`src/hdl/shabc_pkg.sv`:
```
// Shared types, constants and round functions of the SHA-256 block compression engine.
package shabc_pkg;

   localparam int WordBits      = 32;
   localparam int HashWords     = 8;
   localparam int BlockWords    = 16;
   localparam int ROUNDS_DEFAULT = 64;
   localparam int KEntries      = 64;
   localparam int KIdxBits      = $clog2(KEntries);
   localparam int DigestIdxBits = $clog2(HashWords);
   localparam int WordCntBits   = $clog2(BlockWords);

   typedef logic [WordBits-1:0] word_type;
   typedef word_type [HashWords-1:0] hash_type;

   // Schedule window control from the sequencer.
   typedef struct packed {
      logic shift_in;   // take a message word from the request channel
      logic expand;     // advance one round, appending the next expanded word
   } sched_ctl_type;

   localparam hash_type INIT_HASH = '{
      32'h5be0cd19, 32'h1f83d9ab, 32'h9b05688c, 32'h510e527f,
      32'ha54ff53a, 32'h3c6ef372, 32'hbb67ae85, 32'h6a09e667
   };

   function automatic word_type ror(word_type x, int n);
      return (x >> n) | (x << (WordBits - n));
   endfunction

   function automatic word_type big_sigma0(word_type x);
      return ror(x, 2) ^ ror(x, 13) ^ ror(x, 22);
   endfunction

   function automatic word_type big_sigma1(word_type x);
      return ror(x, 6) ^ ror(x, 11) ^ ror(x, 25);
   endfunction

   function automatic word_type small_sigma0(word_type x);
      return ror(x, 7) ^ ror(x, 18) ^ (x >> 3);
   endfunction

   function automatic word_type small_sigma1(word_type x);
      return ror(x, 17) ^ ror(x, 19) ^ (x >> 10);
   endfunction

   function automatic word_type round_k(logic [KIdxBits-1:0] idx);
      word_type k;
      unique case (idx)
         6'd0:  k = 32'h428a2f98;  6'd1:  k = 32'h71374491;
         6'd2:  k = 32'hb5c0fbcf;  6'd3:  k = 32'he9b5dba5;
         6'd4:  k = 32'h3956c25b;  6'd5:  k = 32'h59f111f1;
         6'd6:  k = 32'h923f82a4;  6'd7:  k = 32'hab1c5ed5;
         6'd8:  k = 32'hd807aa98;  6'd9:  k = 32'h12835b01;
         6'd10: k = 32'h243185be;  6'd11: k = 32'h550c7dc3;
         6'd12: k = 32'h72be5d74;  6'd13: k = 32'h80deb1fe;
         6'd14: k = 32'h9bdc06a7;  6'd15: k = 32'hc19bf174;
         6'd16: k = 32'he49b69c1;  6'd17: k = 32'hefbe4786;
         6'd18: k = 32'h0fc19dc6;  6'd19: k = 32'h240ca1cc;
         6'd20: k = 32'h2de92c6f;  6'd21: k = 32'h4a7484aa;
         6'd22: k = 32'h5cb0a9dc;  6'd23: k = 32'h76f988da;
         6'd24: k = 32'h983e5152;  6'd25: k = 32'ha831c66d;
         6'd26: k = 32'hb00327c8;  6'd27: k = 32'hbf597fc7;
         6'd28: k = 32'hc6e00bf3;  6'd29: k = 32'hd5a79147;
         6'd30: k = 32'h06ca6351;  6'd31: k = 32'h14292967;
         6'd32: k = 32'h27b70a85;  6'd33: k = 32'h2e1b2138;
         6'd34: k = 32'h4d2c6dfc;  6'd35: k = 32'h53380d13;
         6'd36: k = 32'h650a7354;  6'd37: k = 32'h766a0abb;
         6'd38: k = 32'h81c2c92e;  6'd39: k = 32'h92722c85;
         6'd40: k = 32'ha2bfe8a1;  6'd41: k = 32'ha81a664b;
         6'd42: k = 32'hc24b8b70;  6'd43: k = 32'hc76c51a3;
         6'd44: k = 32'hd192e819;  6'd45: k = 32'hd6990624;
         6'd46: k = 32'hf40e3585;  6'd47: k = 32'h106aa070;
         6'd48: k = 32'h19a4c116;  6'd49: k = 32'h1e376c08;
         6'd50: k = 32'h2748774c;  6'd51: k = 32'h34b0bcb5;
         6'd52: k = 32'h391c0cb3;  6'd53: k = 32'h4ed8aa4a;
         6'd54: k = 32'h5b9cca4f;  6'd55: k = 32'h682e6ff3;
         6'd56: k = 32'h748f82ee;  6'd57: k = 32'h78a5636f;
         6'd58: k = 32'h84c87814;  6'd59: k = 32'h8cc70208;
         6'd60: k = 32'h90befffa;  6'd61: k = 32'ha4506ceb;
         6'd62: k = 32'hbef9a3f7;  6'd63: k = 32'hc67178f2;
         default: k = '0;
      endcase
      return k;
   endfunction

endpackage

```
`src/hdl/shabc_if.sv`:
```
// Request and response channel interfaces of the SHA-256 block compression engine.
interface shabc_req_if;
   logic                           valid;
   logic                           ready;
   logic [shabc_pkg::WordBits-1:0] msg_word;
   logic                           start_message;
   logic                           final_block;

   modport source (output valid, output msg_word, output start_message,
                   output final_block, input ready);
   modport sink   (input valid, input msg_word, input start_message,
                   input final_block, output ready);
endinterface

interface shabc_rsp_if;
   logic                                valid;
   logic                                ready;
   logic [shabc_pkg::WordBits-1:0]      digest_word;
   logic [shabc_pkg::DigestIdxBits-1:0] digest_index;
   logic                                digest_last;

   modport source (output valid, output digest_word, output digest_index,
                   output digest_last, input ready);
   modport sink   (input valid, input digest_word, input digest_index,
                   input digest_last, output ready);
endinterface

```
`src/hdl/shabc_sched.sv`:
```
// Message schedule window: sixteen-word shift line with in-place expansion.
module shabc_sched (
   input  logic                     clock,
   input  shabc_pkg::sched_ctl_type ctl,
   input  shabc_pkg::word_type      msg_word,
   output shabc_pkg::word_type      w_cur
);
   import shabc_pkg::*;

   // Entry 0 is the oldest word, that is w[t] of the current round.
   word_type win_ff [BlockWords];
   word_type win_in [BlockWords];
   word_type expanded;

   assign expanded = win_ff[0] + small_sigma0(win_ff[1]) + win_ff[9]
                   + small_sigma1(win_ff[14]);
   assign w_cur    = win_ff[0];

   always_comb begin
      for (int i = 0; i < BlockWords - 1; i++) begin
         win_in[i] = win_ff[i+1];
      end
      win_in[BlockWords-1] = ctl.shift_in ? msg_word : expanded;
   end

   always_ff @(posedge clock) begin
      if (ctl.shift_in || ctl.expand) begin
         win_ff <= win_in;
      end
   end

endmodule

```
`src/hdl/shabc_round.sv`:
```
// One SHA-256 compression round over the working variables a..h.
module shabc_round (
   input  shabc_pkg::hash_type v_cur,
   input  shabc_pkg::word_type w_cur,
   input  shabc_pkg::word_type k_cur,
   output shabc_pkg::hash_type v_next
);
   import shabc_pkg::*;

   word_type ch;
   word_type maj;
   word_type t1;
   word_type t2;

   assign ch  = (v_cur[4] & v_cur[5]) ^ (~v_cur[4] & v_cur[6]);
   assign maj = (v_cur[0] & v_cur[1]) ^ (v_cur[0] & v_cur[2]) ^ (v_cur[1] & v_cur[2]);
   assign t1  = v_cur[7] + big_sigma1(v_cur[4]) + ch + k_cur + w_cur;
   assign t2  = big_sigma0(v_cur[0]) + maj;

   always_comb begin
      v_next[7] = v_cur[6];
      v_next[6] = v_cur[5];
      v_next[5] = v_cur[4];
      v_next[4] = v_cur[3] + t1;
      v_next[3] = v_cur[2];
      v_next[2] = v_cur[1];
      v_next[1] = v_cur[0];
      v_next[0] = t1 + t2;
   end

endmodule

```
`src/hdl/sha256_block_compression_top.sv`:
```
// Top level of the SHA-256 block compression engine: sequencer, chaining value, digest output.
// The host streams padded message words, one request per 32-bit big-endian word, and a
// word may be taken every cycle while a block is being filled. After the sixteenth word the
// engine drops ready while it runs the ROUNDS rounds in the ROUND state through a single
// shared round unit and schedule expander, then adds the working variables into the
// chaining value in the ADD state. For a final block the eight digest words follow, H0
// first, one per accepted response, and ready stays low until the last one is taken. A
// request with start_message set reloads the initial hash values and begins a new block
// with that word; without it, blocks chain on.
module sha256_block_compression_top #(
   parameter int ROUNDS = shabc_pkg::ROUNDS_DEFAULT
) (
   input logic          clock,
   input logic          reset,
   shabc_req_if.sink    req_chan,
   shabc_rsp_if.source  rsp_chan
);
   import shabc_pkg::*;

   localparam int RoundBits = $clog2(ROUNDS);

   typedef enum logic [1:0] {
      ST_LOAD,
      ST_ROUND,
      ST_ADD,
      ST_EMIT
   } state_type;

   state_type                state_ff, state_in;
   hash_type                 chain_ff, chain_in;
   hash_type                 vars_ff, vars_in;
   logic [WordCntBits-1:0]   word_cnt_ff, word_cnt_in;
   logic                     final_ff, final_in;
   logic [RoundBits-1:0]     round_ff, round_in;
   logic [DigestIdxBits-1:0] emit_idx_ff, emit_idx_in;

   logic                     req_fire;
   logic                     rsp_fire;
   logic [WordCntBits-1:0]   word_base;
   sched_ctl_type            sched_ctl;
   word_type                 w_cur;
   hash_type                 vars_round;

   assign req_chan.ready = (state_ff == ST_LOAD);
   assign req_fire       = req_chan.valid && req_chan.ready;
   assign rsp_fire       = rsp_chan.valid && rsp_chan.ready;
   assign word_base      = req_chan.start_message ? '0 : word_cnt_ff;

   assign sched_ctl.shift_in = req_fire;
   assign sched_ctl.expand   = (state_ff == ST_ROUND);

   shabc_sched u_sched (
      .clock    (clock),
      .ctl      (sched_ctl),
      .msg_word (req_chan.msg_word),
      .w_cur    (w_cur)
   );

   shabc_round u_round (
      .v_cur  (vars_ff),
      .w_cur  (w_cur),
      .k_cur  (round_k(round_ff)),
      .v_next (vars_round)
   );

   assign rsp_chan.valid        = (state_ff == ST_EMIT);
   assign rsp_chan.digest_word  = chain_ff[emit_idx_ff];
   assign rsp_chan.digest_index = emit_idx_ff;
   assign rsp_chan.digest_last  = (emit_idx_ff == DigestIdxBits'(HashWords - 1));

   always_comb begin
      state_in    = state_ff;
      chain_in    = chain_ff;
      vars_in     = vars_ff;
      word_cnt_in = word_cnt_ff;
      final_in    = final_ff;
      round_in    = round_ff;
      emit_idx_in = emit_idx_ff;
      unique case (state_ff)
         ST_LOAD: begin
            if (req_fire) begin
               if (req_chan.start_message) begin
                  chain_in = INIT_HASH;
               end
               final_in    = (final_ff && !req_chan.start_message) || req_chan.final_block;
               word_cnt_in = word_base + 1'b1;
               if (word_base == WordCntBits'(BlockWords - 1)) begin
                  vars_in  = chain_in;
                  round_in = '0;
                  state_in = ST_ROUND;
               end
            end
         end
         ST_ROUND: begin
            vars_in  = vars_round;
            round_in = round_ff + 1'b1;
            if (round_ff == RoundBits'(ROUNDS - 1)) begin
               state_in = ST_ADD;
            end
         end
         ST_ADD: begin
            for (int i = 0; i < HashWords; i++) begin
               chain_in[i] = chain_ff[i] + vars_ff[i];
            end
            if (final_ff) begin
               final_in    = 1'b0;
               emit_idx_in = '0;
               state_in    = ST_EMIT;
            end else begin
               state_in = ST_LOAD;
            end
         end
         ST_EMIT: begin
            if (rsp_fire) begin
               emit_idx_in = emit_idx_ff + 1'b1;
               if (rsp_chan.digest_last) begin
                  state_in = ST_LOAD;
               end
            end
         end
         default: state_in = ST_LOAD;
      endcase
   end

   always_ff @(posedge clock) begin
      if (reset) begin
         state_ff    <= ST_LOAD;
         chain_ff    <= INIT_HASH;
         vars_ff     <= '0;
         word_cnt_ff <= '0;
         final_ff    <= 1'b0;
         round_ff    <= '0;
         emit_idx_ff <= '0;
      end else begin
         state_ff    <= state_in;
         chain_ff    <= chain_in;
         vars_ff     <= vars_in;
         word_cnt_ff <= word_cnt_in;
         final_ff    <= final_in;
         round_ff    <= round_in;
         emit_idx_ff <= emit_idx_in;
      end
   end

endmodule

```
`src/flat_wrapper.sv`:
```
// flat-port wrapper written by rule: the top's interface ports become plain ports
module sha256_block_compression_top_flat import shabc_pkg::*;
#(
   parameter int ROUNDS = shabc_pkg::ROUNDS_DEFAULT
)
  (clock, reset, req_chan_valid, req_chan_msg_word, req_chan_start_message, req_chan_final_block, req_chan_ready, rsp_chan_valid, rsp_chan_digest_word, rsp_chan_digest_index, rsp_chan_digest_last, rsp_chan_ready);
  shabc_req_if req_chan_i ();
  shabc_rsp_if rsp_chan_i ();
  input logic clock;
  input logic reset;
  input wire logic [$bits(req_chan_i.valid)-1:0] req_chan_valid;
  input wire logic [$bits(req_chan_i.msg_word)-1:0] req_chan_msg_word;
  input wire logic [$bits(req_chan_i.start_message)-1:0] req_chan_start_message;
  input wire logic [$bits(req_chan_i.final_block)-1:0] req_chan_final_block;
  output wire logic [$bits(req_chan_i.ready)-1:0] req_chan_ready;
  output wire logic [$bits(rsp_chan_i.valid)-1:0] rsp_chan_valid;
  output wire logic [$bits(rsp_chan_i.digest_word)-1:0] rsp_chan_digest_word;
  output wire logic [$bits(rsp_chan_i.digest_index)-1:0] rsp_chan_digest_index;
  output wire logic [$bits(rsp_chan_i.digest_last)-1:0] rsp_chan_digest_last;
  input wire logic [$bits(rsp_chan_i.ready)-1:0] rsp_chan_ready;
  assign req_chan_i.valid = req_chan_valid;
  assign req_chan_i.msg_word = req_chan_msg_word;
  assign req_chan_i.start_message = req_chan_start_message;
  assign req_chan_i.final_block = req_chan_final_block;
  assign req_chan_ready = req_chan_i.ready;
  assign rsp_chan_valid = rsp_chan_i.valid;
  assign rsp_chan_digest_word = rsp_chan_i.digest_word;
  assign rsp_chan_digest_index = rsp_chan_i.digest_index;
  assign rsp_chan_digest_last = rsp_chan_i.digest_last;
  assign rsp_chan_i.ready = rsp_chan_ready;
  sha256_block_compression_top #(.ROUNDS(ROUNDS)) u_core (.clock(clock), .reset(reset), .req_chan(req_chan_i), .rsp_chan(rsp_chan_i));
endmodule
```
`config.mk`:
```
export PLATFORM = sky130hd
export DESIGN_NAME = sha256_block_compression_top_flat
export DESIGN_NICKNAME = d
export VERILOG_FILES = /design/src/hdl/shabc_pkg.sv /design/src/hdl/shabc_if.sv /design/src/hdl/shabc_sched.sv /design/src/hdl/shabc_round.sv /design/src/hdl/sha256_block_compression_top.sv /design/src/flat_wrapper.sv
export SDC_FILE = /design/constraint.sdc
export NUM_CORES = 2
export LEC_CHECK = 0
export BUFFER_PORTS_ARGS = -buffer_cell sky130_fd_sc_hd__buf_2
export CAP_MARGIN = 0
export CORE_ASPECT_RATIO = 0.9
export CORE_MARGIN = 2
export CORE_UTILIZATION = 65
export DETAILED_ROUTE_END_ITERATION = 6
export GPL_ROUTABILITY_DRIVEN = 1
export PLACE_DENSITY = 0.86
export SYNTH_ARGS = -nofsm -noshare
export SYNTH_HDL_FRONTEND = slang
export SYNTH_SLANG_ARGS = --single-unit
```
`constraint.sdc`:
```
create_clock -name clock -period 27.2 [get_ports clock]
set_clock_uncertainty 0.1 [all_clocks]
set_input_delay 1.36 -clock clock [delete_from_list [all_inputs] [get_ports clock]]
set_output_delay 1.36 -clock clock [all_outputs]
set_load 0.05 [all_outputs]
```
==> implementation parameters <==
Parameter                              Value

Die
  Horizontal die dimension    between 300 and 400 microns
  Effective utilization at floorplan    between 60% and 70%
  Top Ports    between 70 and 80
  Die area    0.105 sq mm
  Std-Cell Rows    between 100 and 150
  Height of the die    a little over 300 microns
  Core box area    approximately 0.10 sq mm

Pwr
  Static leakage    slightly below 30 nW
  Worst vdd ir    95.0 uV
  Ratio of total power to cell area    approximately 66 mW/mm^2
  Total power after layout    0.00477 W

Worst setup path
  Worst path bufs/invs    3
  Critical-path cell with the highest stage delay    sky130_fd_sc_hd__dfxtp_1
  Critical path data arrival time    9360 ps
  Slowest stage delay, CP    around 650 ps
  Critical path destination    u_core.vars_ff[31]
  Crit Reg-Reg Endpoint    u_core.vars_ff[31]
  Startpoint type of the worst setup path    flop
  Critical Setup Path Class    reg2reg
  Critical path startpoint    u_core.vars_ff[154]
  Kind of cell adding the most delay to the critical path    compound AO/OA/AOI/OAI gates
  Instance count on the critical path    32
  Most repeated library cell on the critical path    sky130_fd_sc_hd__fa_1
  Worst endpoint required time    between 20000 and 30000 ps
  Critical Path Fanout Max    7
  Internal reg-to-reg setup slack    18350 ps
  Path depth of the worst reg2reg path    32
  Launch instance of the worst register-to-register path    u_core.vars_ff[154]
  CP Capture Type    flop

GRT
  Antenna violations before repair    13
  Wire length of the first global-routing pass    between 300 and 400 mm
  Overall routing resource usage    about two fifths
  Largest net degree at the start of global routing    165
  Grt total ovfl    0
  Via count of the first global-routing pass    ~53000

STA
  Achievable clock frequency    between 100 and 150 MHz
  Final worst-path cycle share    between 30% and 40%
  Number of failing hold endpoints at the final stage    0
  Final count of negative-setup-slack endpoints    0
  Worst slew slack as a fraction of its limit    4.35%
  Final setup slack of the worst path    roughly 18000 ps
  Time the final worst path needs with I/O delays and setup    a little under 9000 ps
  Setup Total Neg Slack    0 ps
  Unrepaired setup endpoints after global routing    false
  Final-report max-slew violation count    0
  Slew of the pin with the lowest slew margin    1430 ps

Flow run
  Number of violations of the max-capacitance limit    0

CTS
  Setup Fix Bufs, Post-CTS    0
  Clock transition at the registers of the reported paths    70 ps
  Largest buffer count on any clock path    3
  Worst-Skew Late Latency    a little under 800 ps
  Number of clock buffers inserted by TritonCTS    110
  CTS tree    yes
  CTS hold repair buffers    0
  Post-CTS resize count    0
  Max H-tree Level    3
  Number of sinks handled by clock tree synthesis    between 1000 and 1500
  Clock tree root buffer cell    sky130_fd_sc_hd__clkbuf_16

Yosys
  Synth Cell Area    ~0.067 sq mm
  Distinct cells, synth    between 90 and 100
  Post-synthesis adder-cell area fraction    a little over an eighth
  Mapped Nets    7621
  Post-synth EDFFs    between 500 and 600
  Share of synthesized area spent on multiplexers    3.39%
  Post-synthesis async set-or-reset flop share    0%
  Sequential-to-total area share from yosys stat    39.9%
  Yosys Warn Count    0
  Post-synthesis share of cell area spent on and, or, nand and nor gates    13.2%
  Mean area per synthesized cell    roughly 9.5 sq um
  Compound-gate portion of the synthesized area    18.1%
  Synth Flop Type    sky130_fd_sc_hd__dfxtp_1
  Gate Count Post-Synth    6996
  Fraction of synthesized cell area in xor and xnor cells    under 10%
  Main combinational cell family by area after synthesis    compound AO/OA/AOI/OAI gates
  Seq cells post-synth    about 1100

Drt
  Routed length per placed instance    26.3 microns
  DR vias    between 50000 and 60000
  Via count normalized by instance count    about 6.9
  First-pass detailed-route iteration total    7
  Iteration-0 DRC Markers    8925
  Post-route ant nets    0
  Routed Wire Length    218 mm
  DRC viols    0

Min path
  Min-delay worst type    reg2reg
  Launch point of the worst hold path    u_core.u_sched.win_ff[30]

Cells and area
  Number of nets in the final layout    between 7000 and 8000
  Register area    approximately 0.027 sq mm
  Synthesis-to-layout area growth    7.51%
  Fill cell count    about 7400
  Fraction of final layout cells sized beyond drive strength 1    ~7.1%
  Multi-input gate area    between 0.03 and 0.04 sq mm

Outcome
  Outcome    complete, no violations

Placement
  Placer's final routability congestion estimate    between 1 and 1.5
  Final HPWL DP    about 150 mm
  Worst slack at placement    18570 ps
  Port Buffers    75
## per-stage QoR
| stage | area, sq um | hold slack (ps) | cells | utilization (%) |
|---|---|---|---|---|
| finish | 71700 | 274 | 8291 | 70.4 |
| global route | 71700 | 290 | 8290 | 70.4 |
| CTS | 71700 | 276 | 8289 | 70.4 |
| detailed placement | 67900 | 305 | 8080 | 66.7 |
| global placement | 67900 | 300 | 8080 | 66.7 |
| floorplan | 66700 | 300 | 6996 | - |
## per-layer routing
metal | vias up | wire length, microns | global-route usage, %
met5 | - | 88 | 0
met4 | 12 | 11900 | 18.7
met3 | 747 | 30400 | 9.96
met2 | 4012 | 90700 | 58.6
met1 | 27200 | 85200 | 58.5
li1 | 24800 | - | -
## worst register-to-register path: cells and delay by family, from the launching register on
kind	cells	cell delay, ps
AOI/OAI and AO/OA	13	3190
adders and majority gates	7	3000
xor gates and xnor gates	4	880
and+or+nand+nor	5	750
DFF	1	650
buffers and inverters	3	180
## worst min path at each step
stage,end,slack (ps),cells after the start
6_report,u_core.u_sched.win_ff[62],270,0
5_1_grt,u_core.u_sched.win_ff[405],290,0
4_1_cts,u_core.u_sched.win_ff[60],280,0
3_5_place_dp,u_core.u_sched.win_ff[104],300,0
3_3_place_gp,u_core.u_sched.win_ff[478],300,0
2_1_floorplan,u_core.u_sched.win_ff[100],300,0
## cells by family (layout without fill, tap and decap cells)
family | after synthesis | after routing
AND/OR/NAND/NOR | 1917 | 1917
AO/OA/AOI/OAI | 1884 | 1884
flip-flops | 1072 | 1072
buffers and inverters | 827 | 764
adder cells (fa/ha/maj) | 591 | 591
XOR/XNOR | 565 | 565
multiplexers | 140 | 140
other | 0 | 2
## Yosys cell counts, types with 47 or more instances
| cell type | n | area share [%] |
|---|---|---|
| sky130_fd_sc_hd__xor2_1 | 204 | 2.7 |
| sky130_fd_sc_hd__o21ai_1 | 64 | 0.48 |
| sky130_fd_sc_hd__nand3_1 | 100 | 0.75 |
| sky130_fd_sc_hd__nor2b_1 | 58 | 0.54 |
| sky130_fd_sc_hd__xnor2_1 | 359 | 4.7 |
| sky130_fd_sc_hd__mux4_2 | 65 | 2.2 |
| sky130_fd_sc_hd__dfxtp_1 | 560 | 17 |
| sky130_fd_sc_hd__ha_1 | 392 | 7.4 |
| sky130_fd_sc_hd__a31oi_1 | 58 | 0.54 |
| sky130_fd_sc_hd__o21bai_1 | 47 | 0.53 |
| sky130_fd_sc_hd__fa_1 | 195 | 5.9 |
| sky130_fd_sc_hd__edfxtp_1 | 512 | 23 |
| sky130_fd_sc_hd__o21a_1 | 64 | 0.72 |
| sky130_fd_sc_hd__a211oi_1 | 86 | 0.97 |
| sky130_fd_sc_hd__nand2b_1 | 51 | 0.48 |
| sky130_fd_sc_hd__a311oi_1 | 98 | 1.3 |
| sky130_fd_sc_hd__o211ai_1 | 56 | 0.63 |
| sky130_fd_sc_hd__nor3_1 | 325 | 2.4 |
| sky130_fd_sc_hd__nor2_1 | 689 | 3.9 |
| sky130_fd_sc_hd__inv_1 | 398 | 2.2 |
| sky130_fd_sc_hd__clkbuf_1 | 384 | 2.2 |
| sky130_fd_sc_hd__nand2_1 | 442 | 2.5 |
| sky130_fd_sc_hd__o21ai_0 | 329 | 2.5 |
| sky130_fd_sc_hd__a21oi_1 | 574 | 4.3 |
| sky130_fd_sc_hd__nand3b_1 | 89 | 1.0 |
| sky130_fd_sc_hd__a21o_1 | 189 | 2.1 |
## cell usage in the layout (no fill, tap or decap), drive strengths merged, types with 20 or more instances in the layout
cell type,count
clkbuf,158
mux2,36
xnor2,361
a21oi,574
buf,149
a211oi,87
nand3b,89
o211ai,56
nand2,443
and3,21
mux4,65
inv,407
o21bai,47
o311ai,29
nand2b,51
dfxtp,560
nor3,325
a31oi,58
nor2b,58
edfxtp,512
ha,392
o22ai,37
or3,32
o21a,64
nor2,689
o31ai,25
clkinv,36
a22oi,33
a21o,189
o21ai,394
a311oi,98
nand3,100
nand4,26
xor2,204
fa,195
mux2i,39
a222oi,20
o221ai,31
## sequential cells by signal, summed over array words and instances (netlist names)
name                          flops
u_core.round_ff                   6
u_core.state_ff                   2
u_core.final_ff                   1
u_core.word_cnt_ff                4
u_core.u_sched.win_ff           480
u_core.rsp_chan.digest_index      3
u_core.u_round.k_cur             32
u_core.chain_ff                 256
u_core.vars_ff                  256
u_core.u_sched.w_cur             32
## power breakdown
group          internal [W]  switching [W]
Clock              0.000910       0.000697
Combinational      0.000504       0.000752
Sequential          0.00183      0.0000789
Total               0.00324        0.00153
## area by class of cell
type,instances,area share (%)
antenna,2,0.00698
clock buffer,158,4.40
clock inverter,51,0.933
inverter,406,2.13
multi-input combinational,5097,51.7
sequential,1072,37.1
tap,1356,2.37
timing repair buffer,149,1.37
No activity file was read; power rests on OpenSTA's default activity.
